## config.mk

```make
export PLATFORM = sky130hd
export DESIGN_NAME = grouped_nearest_neighbor_route_unit
export DESIGN_NICKNAME = d
export VERILOG_FILES = /design/src/hw/rtl/gnnr_pkg.sv /design/src/hw/rtl/grouped_nearest_neighbor_route_unit.sv /design/src/hw/rtl/gnnr_dist.sv
export SDC_FILE = /design/constraint.sdc
export NUM_CORES = 2
export LEC_CHECK = 0
export ABC_CLOCK_PERIOD_IN_PS = 17800
export BUFFER_PORTS_ARGS = -buffer_cell sky130_fd_sc_hd__buf_2
export CAP_MARGIN = 20
export CORE_MARGIN = 2
export CORE_UTILIZATION = 32
export DETAILED_ROUTE_END_ITERATION = 16
export PLACE_DENSITY = 0.44
export SYNTH_ARGS = -nofsm -noshare
export SYNTH_HDL_FRONTEND = slang
export SYNTH_SLANG_ARGS = --single-unit
```

## constraint.sdc

```tcl
create_clock -name clk -period 17.8 [get_ports clk]
set_input_delay 0.89 -clock clk [delete_from_list [all_inputs] [get_ports clk]]
set_output_delay 0.89 -clock clk [all_outputs]
set_load 0.03 [all_outputs]
```

## src/hw/rtl/gnnr_pkg.sv

```systemverilog
// Shared types and constants of the grouped nearest-neighbor route unit.
// Used by the top level, the distance pipeline and the port checker.
package gnnr_pkg;

  localparam int MAX_POINTS_DEF = 32;
  localparam int COORD_W        = 16;
  localparam int GRP_W          = 4;
  localparam int IDX_W          = 6;
  localparam int SQ_W           = 32;
  localparam int DIST_W         = 33;
  localparam int CFG_ADDR_W     = 3;
  localparam int CFG_DATA_W     = 32;

  // Command codes
  localparam logic [1:0] CMD_LOAD  = 2'd0;
  localparam logic [1:0] CMD_RUN   = 2'd1;
  localparam logic [1:0] CMD_CLEAR = 2'd2;

  // Register index, taken from paddr[2]
  localparam logic REG_GROUP_COUNT = 1'b0;
  localparam logic REG_START_POINT = 1'b1;

  localparam logic [GRP_W-1:0] GROUP_COUNT_RST = 4'd3;
  localparam logic [IDX_W-1:0] START_POINT_RST = 6'd0;

  typedef struct packed {
    logic [1:0]                cmd;
    logic signed [COORD_W-1:0] point_x;
    logic signed [COORD_W-1:0] point_y;
    logic [GRP_W-1:0]          point_group;
  } in_item_t;

  typedef struct packed {
    logic [IDX_W-1:0]  visit_index;
    logic [GRP_W-1:0]  visit_group;
    logic [DIST_W-1:0] distance_sq;
    logic              is_return;
    logic              last;
    logic              overflow;
  } out_item_t;

  // One point store entry
  typedef struct packed {
    logic signed [COORD_W-1:0] x;
    logic signed [COORD_W-1:0] y;
    logic [GRP_W-1:0]          grp;
  } entry_t;

  // Candidate handed to the distance pipeline
  typedef struct packed {
    logic                      vld;
    logic                      ret;
    logic [IDX_W-1:0]          idx;
    logic signed [COORD_W-1:0] x;
    logic signed [COORD_W-1:0] y;
  } cand_t;

  // Candidate with its squared distance
  typedef struct packed {
    logic                      vld;
    logic                      ret;
    logic [IDX_W-1:0]          idx;
    logic signed [COORD_W-1:0] x;
    logic signed [COORD_W-1:0] y;
    logic [DIST_W-1:0]         dsq;
  } dist_res_t;

endpackage

```

## src/hw/rtl/grouped_nearest_neighbor_route_unit.sv

```systemverilog
// Grouped nearest-neighbor route unit: point store, route sequencer, APB registers.
// Depends on gnnr_pkg and instantiates gnnr_dist.
//
//  channel | ports                            | handshake
//  --------+----------------------------------+--------------------------------------
//  input   | start, busy, in_data             | taken when start=1 and busy=0
//  result  | out_valid, out_data              | one-cycle strobe, cannot be stalled
//  config  | psel penable pwrite paddr pwdata | written on psel&penable&pwrite, pready=1
//
// A load, clear or ignored command is handled in the idle state and leaves busy low; a load
// result shows in the next cycle. A run holds busy high: one depot read, then one scan of the
// store per stop and one per group (memory read, 3-stage distance pipeline, compare), an emit
// state per stop, and the return leg through the distance pipeline.
// The point store's one read port sets the scan rate: one entry read per cycle.
// Reset is synchronous, active low; the point store is not cleared and needs no pass.
module grouped_nearest_neighbor_route_unit import gnnr_pkg::*; #(
  parameter int MAX_POINTS = MAX_POINTS_DEF
) (
  input  logic                  clk,
  input  logic                  rst_n,
  input  logic                  start,
  output logic                  busy,
  input  in_item_t              in_data,
  output logic                  out_valid,
  output out_item_t             out_data,
  input  logic                  psel,
  input  logic                  penable,
  input  logic                  pwrite,
  input  logic [CFG_ADDR_W-1:0] paddr,
  input  logic [CFG_DATA_W-1:0] pwdata,
  output logic [CFG_DATA_W-1:0] prdata,
  output logic                  pready
);

  localparam int IW = $clog2(MAX_POINTS);
  localparam int CW = $clog2(MAX_POINTS + 1);

  typedef enum logic [5:0] {
    ST_IDLE  = 6'b000001,
    ST_DEP   = 6'b000010,
    ST_SCAN  = 6'b000100,
    ST_EMIT  = 6'b001000,
    ST_RET   = 6'b010000,
    ST_RWAIT = 6'b100000
  } state_t;

  state_t                    state_r, state_nxt;
  logic [CW-1:0]             cnt_r, cnt_nxt;
  logic [GRP_W-1:0]          gcnt_r;
  logic [IDX_W-1:0]          start_r;
  logic [GRP_W-1:0]          grp_r, grp_nxt;
  logic [IW-1:0]             scan_i_r, scan_i_nxt;
  logic                      issue_done_r, issue_done_nxt;
  logic                      v1_r;
  logic [IW-1:0]             idx1_r;
  logic                      found_r, found_nxt;
  logic [DIST_W-1:0]         best_d_r;
  logic [IW-1:0]             best_idx_r;
  logic signed [COORD_W-1:0] best_x_r, best_y_r;
  logic signed [COORD_W-1:0] cur_x_r, cur_y_r, dep_x_r, dep_y_r;
  logic                      out_valid_r, out_valid_nxt;
  out_item_t                 out_r, out_nxt;

  entry_t                    mem [MAX_POINTS];
  entry_t                    rd_r;
  logic [IW-1:0]             rd_addr;
  logic                      mem_we;
  logic [IW-1:0]             mem_waddr;
  entry_t                    mem_wdata;

  logic                      accept, issue, drained, full, take_best, cfg_we;
  logic                      load_cur, load_dep;
  cand_t                     cand;
  dist_res_t                 res;
  logic                      pipe_busy;

  assign accept  = start && !busy;
  assign busy    = (state_r != ST_IDLE);
  assign issue   = (state_r == ST_SCAN) && !issue_done_r;
  assign drained = issue_done_r && !v1_r && !pipe_busy;
  assign full    = (cnt_r >= CW'(MAX_POINTS));
  assign take_best = res.vld && !res.ret &&
                     (!found_r || (res.dsq <= best_d_r));

  // Point store: one write port, one registered read port
  assign rd_addr = (state_r == ST_SCAN) ? scan_i_r : start_r[IW-1:0];

  always_ff @(posedge clk) begin
    if (mem_we) begin
      mem[mem_waddr] <= mem_wdata;
    end
    rd_r <= mem[rd_addr];
  end

  // Feed a matching store entry, or the depot for the return leg
  always_comb begin
    cand.vld = (v1_r && (rd_r.grp == grp_r)) || (state_r == ST_RET);
    cand.ret = (state_r == ST_RET);
    cand.idx = (state_r == ST_RET) ? start_r : IDX_W'(idx1_r);
    cand.x   = (state_r == ST_RET) ? dep_x_r : rd_r.x;
    cand.y   = (state_r == ST_RET) ? dep_y_r : rd_r.y;
  end

  gnnr_dist u_dist (
    .clk   (clk),
    .rst_n (rst_n),
    .cur_x (cur_x_r),
    .cur_y (cur_y_r),
    .cand  (cand),
    .res   (res),
    .busy  (pipe_busy)
  );

  // Sequencer
  always_comb begin
    state_nxt      = state_r;
    cnt_nxt        = cnt_r;
    grp_nxt        = grp_r;
    scan_i_nxt     = scan_i_r;
    issue_done_nxt = issue_done_r;
    found_nxt      = found_r || take_best;
    out_valid_nxt  = 1'b0;
    out_nxt        = '0;
    mem_we         = 1'b0;
    mem_waddr      = cnt_r[IW-1:0];
    mem_wdata      = '0;
    load_cur       = 1'b0;
    load_dep       = 1'b0;

    case (state_r)
      ST_IDLE: begin
        if (accept) begin
          case (in_data.cmd)
            CMD_LOAD: begin
              out_valid_nxt    = 1'b1;
              out_nxt.overflow = full;
              if (!full) begin
                mem_we        = 1'b1;
                mem_wdata.x   = in_data.point_x;
                mem_wdata.y   = in_data.point_y;
                mem_wdata.grp = in_data.point_group;
                cnt_nxt       = cnt_r + CW'(1);
              end
            end
            CMD_RUN: begin
              if (start_r < IDX_W'(cnt_r)) begin
                state_nxt = ST_DEP;
              end
            end
            CMD_CLEAR: begin
              cnt_nxt = '0;
            end
            default: ;
          endcase
        end
      end

      ST_DEP: begin
        load_dep       = 1'b1;
        grp_nxt        = GRP_W'(1);
        scan_i_nxt     = '0;
        issue_done_nxt = 1'b0;
        found_nxt      = 1'b0;
        state_nxt      = (gcnt_r == '0) ? ST_RET : ST_SCAN;
      end

      ST_SCAN: begin
        if (issue) begin
          scan_i_nxt = scan_i_r + IW'(1);
          if (CW'(scan_i_r) == (cnt_r - CW'(1))) begin
            issue_done_nxt = 1'b1;
          end
        end
        if (drained) begin
          if (found_r) begin
            state_nxt = ST_EMIT;
          end else if (grp_r >= gcnt_r) begin
            state_nxt = ST_RET;
          end else begin
            grp_nxt        = grp_r + GRP_W'(1);
            scan_i_nxt     = '0;
            issue_done_nxt = 1'b0;
          end
        end
      end

      ST_EMIT: begin
        out_valid_nxt       = 1'b1;
        out_nxt.visit_index = IDX_W'(best_idx_r);
        out_nxt.visit_group = grp_r;
        out_nxt.distance_sq = best_d_r;
        mem_we              = 1'b1;
        mem_waddr           = best_idx_r;
        mem_wdata.x         = best_x_r;
        mem_wdata.y         = best_y_r;
        load_cur            = 1'b1;
        found_nxt           = 1'b0;
        scan_i_nxt          = '0;
        issue_done_nxt      = 1'b0;
        state_nxt           = ST_SCAN;
      end

      ST_RET: begin
        state_nxt = ST_RWAIT;
      end

      ST_RWAIT: begin
        if (res.vld && res.ret) begin
          out_valid_nxt       = 1'b1;
          out_nxt.visit_index = start_r;
          out_nxt.visit_group = gcnt_r;
          out_nxt.distance_sq = res.dsq;
          out_nxt.is_return   = 1'b1;
          out_nxt.last        = 1'b1;
          mem_we              = 1'b1;
          mem_waddr           = start_r[IW-1:0];
          mem_wdata.x         = dep_x_r;
          mem_wdata.y         = dep_y_r;
          state_nxt           = ST_IDLE;
        end
      end

      default: state_nxt = ST_IDLE;
    endcase
  end

  // Control registers
  always_ff @(posedge clk) begin
    if (!rst_n) begin
      state_r      <= ST_IDLE;
      cnt_r        <= '0;
      grp_r        <= '0;
      scan_i_r     <= '0;
      issue_done_r <= 1'b0;
      found_r      <= 1'b0;
      v1_r         <= 1'b0;
      out_valid_r  <= 1'b0;
    end else begin
      state_r      <= state_nxt;
      cnt_r        <= cnt_nxt;
      grp_r        <= grp_nxt;
      scan_i_r     <= scan_i_nxt;
      issue_done_r <= issue_done_nxt;
      found_r      <= found_nxt;
      v1_r         <= issue;
      out_valid_r  <= out_valid_nxt;
    end
  end

  // Datapath registers
  always_ff @(posedge clk) begin
    idx1_r <= scan_i_r;
    out_r  <= out_nxt;
    if (take_best) begin
      best_d_r   <= res.dsq;
      best_idx_r <= res.idx[IW-1:0];
      best_x_r   <= res.x;
      best_y_r   <= res.y;
    end
    if (load_dep) begin
      dep_x_r <= rd_r.x;
      dep_y_r <= rd_r.y;
      cur_x_r <= rd_r.x;
      cur_y_r <= rd_r.y;
    end else if (load_cur) begin
      cur_x_r <= best_x_r;
      cur_y_r <= best_y_r;
    end
  end

  // Configuration registers
  assign cfg_we = psel && penable && pwrite && pready;
  assign pready = 1'b1;

  always_ff @(posedge clk) begin
    if (!rst_n) begin
      gcnt_r  <= GROUP_COUNT_RST;
      start_r <= START_POINT_RST;
    end else if (cfg_we) begin
      if (paddr[2] == REG_GROUP_COUNT) begin
        gcnt_r <= pwdata[GRP_W-1:0];
      end else begin
        start_r <= pwdata[IDX_W-1:0];
      end
    end
  end

  assign prdata = (paddr[2] == REG_START_POINT) ? CFG_DATA_W'(start_r)
                                                : CFG_DATA_W'(gcnt_r);

  assign out_valid = out_valid_r;
  assign out_data  = out_r;

endmodule

```

## src/hw/rtl/gnnr_dist.sv

```systemverilog
// Three-stage squared distance pipeline: absolute difference, square, sum.
// Depends on gnnr_pkg for the candidate and result structs.
module gnnr_dist import gnnr_pkg::*; (
  input  logic                      clk,
  input  logic                      rst_n,
  input  logic signed [COORD_W-1:0] cur_x,
  input  logic signed [COORD_W-1:0] cur_y,
  input  cand_t                     cand,
  output dist_res_t                 res,
  output logic                      busy
);

  logic                      va_r, vb_r, vc_r;
  logic                      reta_r, retb_r;
  logic [IDX_W-1:0]          idxa_r, idxb_r;
  logic signed [COORD_W-1:0] xa_r, ya_r, xb_r, yb_r;
  logic [COORD_W-1:0]        ax_r, ay_r;
  logic [SQ_W-1:0]           sqx_r, sqy_r;
  dist_res_t                 res_r;

  logic signed [COORD_W:0]   dx, dy, ndx, ndy;

  // Coordinate differences and their negations, 17-bit signed
  always_comb begin
    dx  = {cand.x[COORD_W-1], cand.x} - {cur_x[COORD_W-1], cur_x};
    dy  = {cand.y[COORD_W-1], cand.y} - {cur_y[COORD_W-1], cur_y};
    ndx = -dx;
    ndy = -dy;
  end

  // Advance valid bits
  always_ff @(posedge clk) begin
    if (!rst_n) begin
      va_r <= 1'b0;
      vb_r <= 1'b0;
      vc_r <= 1'b0;
    end else begin
      va_r <= cand.vld;
      vb_r <= va_r;
      vc_r <= vb_r;
    end
  end

  // Stage payloads
  always_ff @(posedge clk) begin
    reta_r <= cand.ret;
    idxa_r <= cand.idx;
    xa_r   <= cand.x;
    ya_r   <= cand.y;
    ax_r   <= dx[COORD_W] ? ndx[COORD_W-1:0] : dx[COORD_W-1:0];
    ay_r   <= dy[COORD_W] ? ndy[COORD_W-1:0] : dy[COORD_W-1:0];

    retb_r <= reta_r;
    idxb_r <= idxa_r;
    xb_r   <= xa_r;
    yb_r   <= ya_r;
    sqx_r  <= ax_r * ax_r;
    sqy_r  <= ay_r * ay_r;

    res_r.vld <= vb_r;
    res_r.ret <= retb_r;
    res_r.idx <= idxb_r;
    res_r.x   <= xb_r;
    res_r.y   <= yb_r;
    res_r.dsq <= {1'b0, sqx_r} + {1'b0, sqy_r};
  end

  always_comb begin
    res     = res_r;
    res.vld = vc_r;
  end

  assign busy = va_r | vb_r | vc_r;

endmodule

```

==> summary.md <==
| Metric | Value |
|---|---|
| Initial DRC count | `3071` |
| Number of synthesized flops with an enable pin | `1286` |
| CTS-repair resized insts | `0` |
| Final period utilization | `40.9%` |
| Most frequent CP cell | `fa_1` |
| Fmax | `137 MHz` |
| Synth Warn # | `0` |
| Vias in the first global route | `44800` |
| Final Hold Violating Endpoints | `0` |
| Final antenna-violating net count | `0` |
| Cell Chain, Critical Path | `inv_1 -> nor2_1 -> inv_1 -> fa_1 -> inv_1 -> fa_1 -> inv_1 -> fa_1 -> fa_1 -> fa_1 -> fa_1 -> inv_1 -> ha_1 -> a2111oi_0 -> o311ai_0 -> a32oi_1 -> a21boi_0 -> a211oi_1 -> o21bai_1 -> a21oi_1 -> xnor2_1` |
| # port buffers | `104` |
| Count of unique library cells instantiated by Yosys | `90` |
| Clock slew at reported path FFs | `60 ps` |
| DRC | `0` |
| Max-Cap Viols | `0` |
| CTS tree | `done` |
| Clock root cell | `clkbuf_16` |
| Worst EP required | `18490 ps` |
| First-pass DRT Iterations | `6` |
| Die Width | `495 um` |
| Via-to-Cell Ratio | `4.83` |
| Setup Skew | `79.2 ps` |
| Worst slew margin | `17.0%` |
| Post-DP HPWL | `125000 um` |
| Slowest cell on crit path | `dfxtp_1` |
| GPL Wtd Cong | `0.790` |
| Core ar. | `240000 um^2` |
| Synth area leaders | `edfxtp_1, dfxtp_1, fa_1` |
| Setup crit end kind | `flip-flop` |
| Yosys top cell area share | `50.0%` |
| Worst Hold Class | `reg -> reg` |
| Largest stage delay, worst path | `770 ps` |
| CP Data Arrival Time | `7960 ps` |
| Htree depth | `4` |
| Initial antenna violation count | `2` |
| Worst setup path class | `reg -> reg` |
| Clock buffer depth | `3` |
| CTS sink count | `1651` |
| Vias | `42800` |
| Setup crit start kind | `flip-flop` |
| # Post-CTS Setup Buffers | `0` |
| Total wire length | `207000 um` |
| Yosys top cell by area | `edfxtp_1` |
| Cell Area, Synth | `77200 um^2` |
| Worst skew pair latency | `830 ps` |
| CTS Buf Count | `182` |
| Sequential fraction of the synthesis area | `59.5%` |
| Post-layout nets | `6231` |
| Count leader, synth | `edfxtp_1` |
| Area Overhead vs Synth | `13.8%` |
| Worst Max-Slew Pin Slew | `1240 ps` |
| CP Max Fanout | `13` |
| Share of cells above drive strength 1 | `14.6%` |
| Placed cell count | `8506` |
| Largest net degree at the start of global routing | `116` |
| Die Y | `495 um` |
| Syn avg cell area | `14.5 um^2` |
| Async set-or-reset flop fraction in the synthesized netlist | `0%` |
| Final Setup Violations | `0` |
| Commonest cells post-synth | `edfxtp_1, nand2_1, inv_1` |
| Initial cell density of the core | `32.1%` |
| Die area | `245000 um^2` |
| Yosys reg bits | `1651` |
| RSZ-0062 raised after global routing | `false` |
| Slew Viols, Final | `0` |
| Status | `finished clean` |
| Filler instances | `22800` |
| Main synth FF type | `edfxtp_1` |
| Final setup TNS | `0 ps` |
| Total track usage | `16.9%` |
| Tmin final | `7270 ps` |
| First-pass GRT wire length | `305000 um` |
| Post-Synthesis Cells | `5336` |
| Total global routing overflow | `0` |
| I/O Pins | `160` |
| Num rows | `180` |
| Average routed wire per standard cell | `23.3 um` |
| Hold buffer count at cts | `0` |
| Fin cells | `8857` |
## placed cells by master (no fill, tap or decap), drive strengths merged, types with 106 or more instances in the layout
cell and instances:
inv 636, a21oi 106, clkbuf 267, ha 315, nand2 637, dfxtp 365
nor2 192, buf 184, edfxtp 1286, mux4 288, fa 326
## stage by stage
stage / worst slack [ps] / hold WS, ps / util, % / instance area (um^2)
final: 10530 / 285 / 36.6 / 87900
after global routing: 10040 / 276 / 36.6 / 87900
after CTS: 10360 / 274 / 36.5 / 87700
after detailed placement: 10460 / 312 / 34.0 / 81700
after global placement: 10460 / 310 / 34.0 / 81700
after floorplan: 11540 / 310 / - / 77300
## final cells by class
cell class              instances  area, um^2  share of cell area, %
flip-flops and latches       1651       45900                   52.3
multi-input cells            2864       28300                   32.2
clock buffers                 266        5260                   5.98
well taps                    3185        3990                   4.54
inverters                     627        2350                   2.68
repair buffers                185        1260                   1.44
clock inverters                78         787                  0.896
diodes                          1        2.50                0.00285
## layer usage
layer,vias to the layer above,global-route usage [%],wire length [um]
met2,798,29.4,104000
met4,0,3.78,3990
met1,22300,22.5,91200
li1,19400,-,-
met3,238,2.17,7520
met5,-,0,0
## cell families after synthesis
kind of cell,count (synthesis),synth area share [%]
buf+inv,846,4.47
mux,343,9.13
compound gates,489,4.57
other cells,2,0.00973
fa+ha+maj,641,13.6
simple gates,1210,7.01
xor+xnor,154,1.78
flops,1651,59.5
## final timing paths
| kind | startpoint | endpoint | slack (ps) | depth (start not counted) |
|---|---|---|---|---|
| min reg2reg | u_dist.ya_r[14]$_DFF_P_ | u_dist.yb_r[14]$_DFF_P_ | 290 | 0 |
| max | u_dist.ax_r[10]$_DFF_P_ | u_dist.sqx_r[29]$_DFF_P_ | 10530 | 21 |
| max reg2reg | u_dist.ax_r[10]$_DFF_P_ | u_dist.sqx_r[29]$_DFF_P_ | 10530 | 21 |
| min | u_dist.ya_r[14]$_DFF_P_ | u_dist.yb_r[14]$_DFF_P_ | 290 | 0 |
## worst max-delay path, delay by kind of cell (launching register included)
kind                       cells  cell delay [ps]
buffers and inverters          5              520
DFF                            1              770
adders and majority gates      7             3350
and+or+nand+nor                1              300
AOI/OAI and AO/OA              7             2070
xor gates and xnor gates       1              130
## state kept, by name (all words and copies together), names as in the netlist, 31 cells and up
signal,cells
u_dist.sqy_r,31
u_dist.sqx_r,31
mem,1152
rd_r,36
out_data,45
u_dist.res,71
best_d_r,33
Power is not shown: default switching activity piles up to over one toggle a cycle in this logic, so the estimate is an artifact.
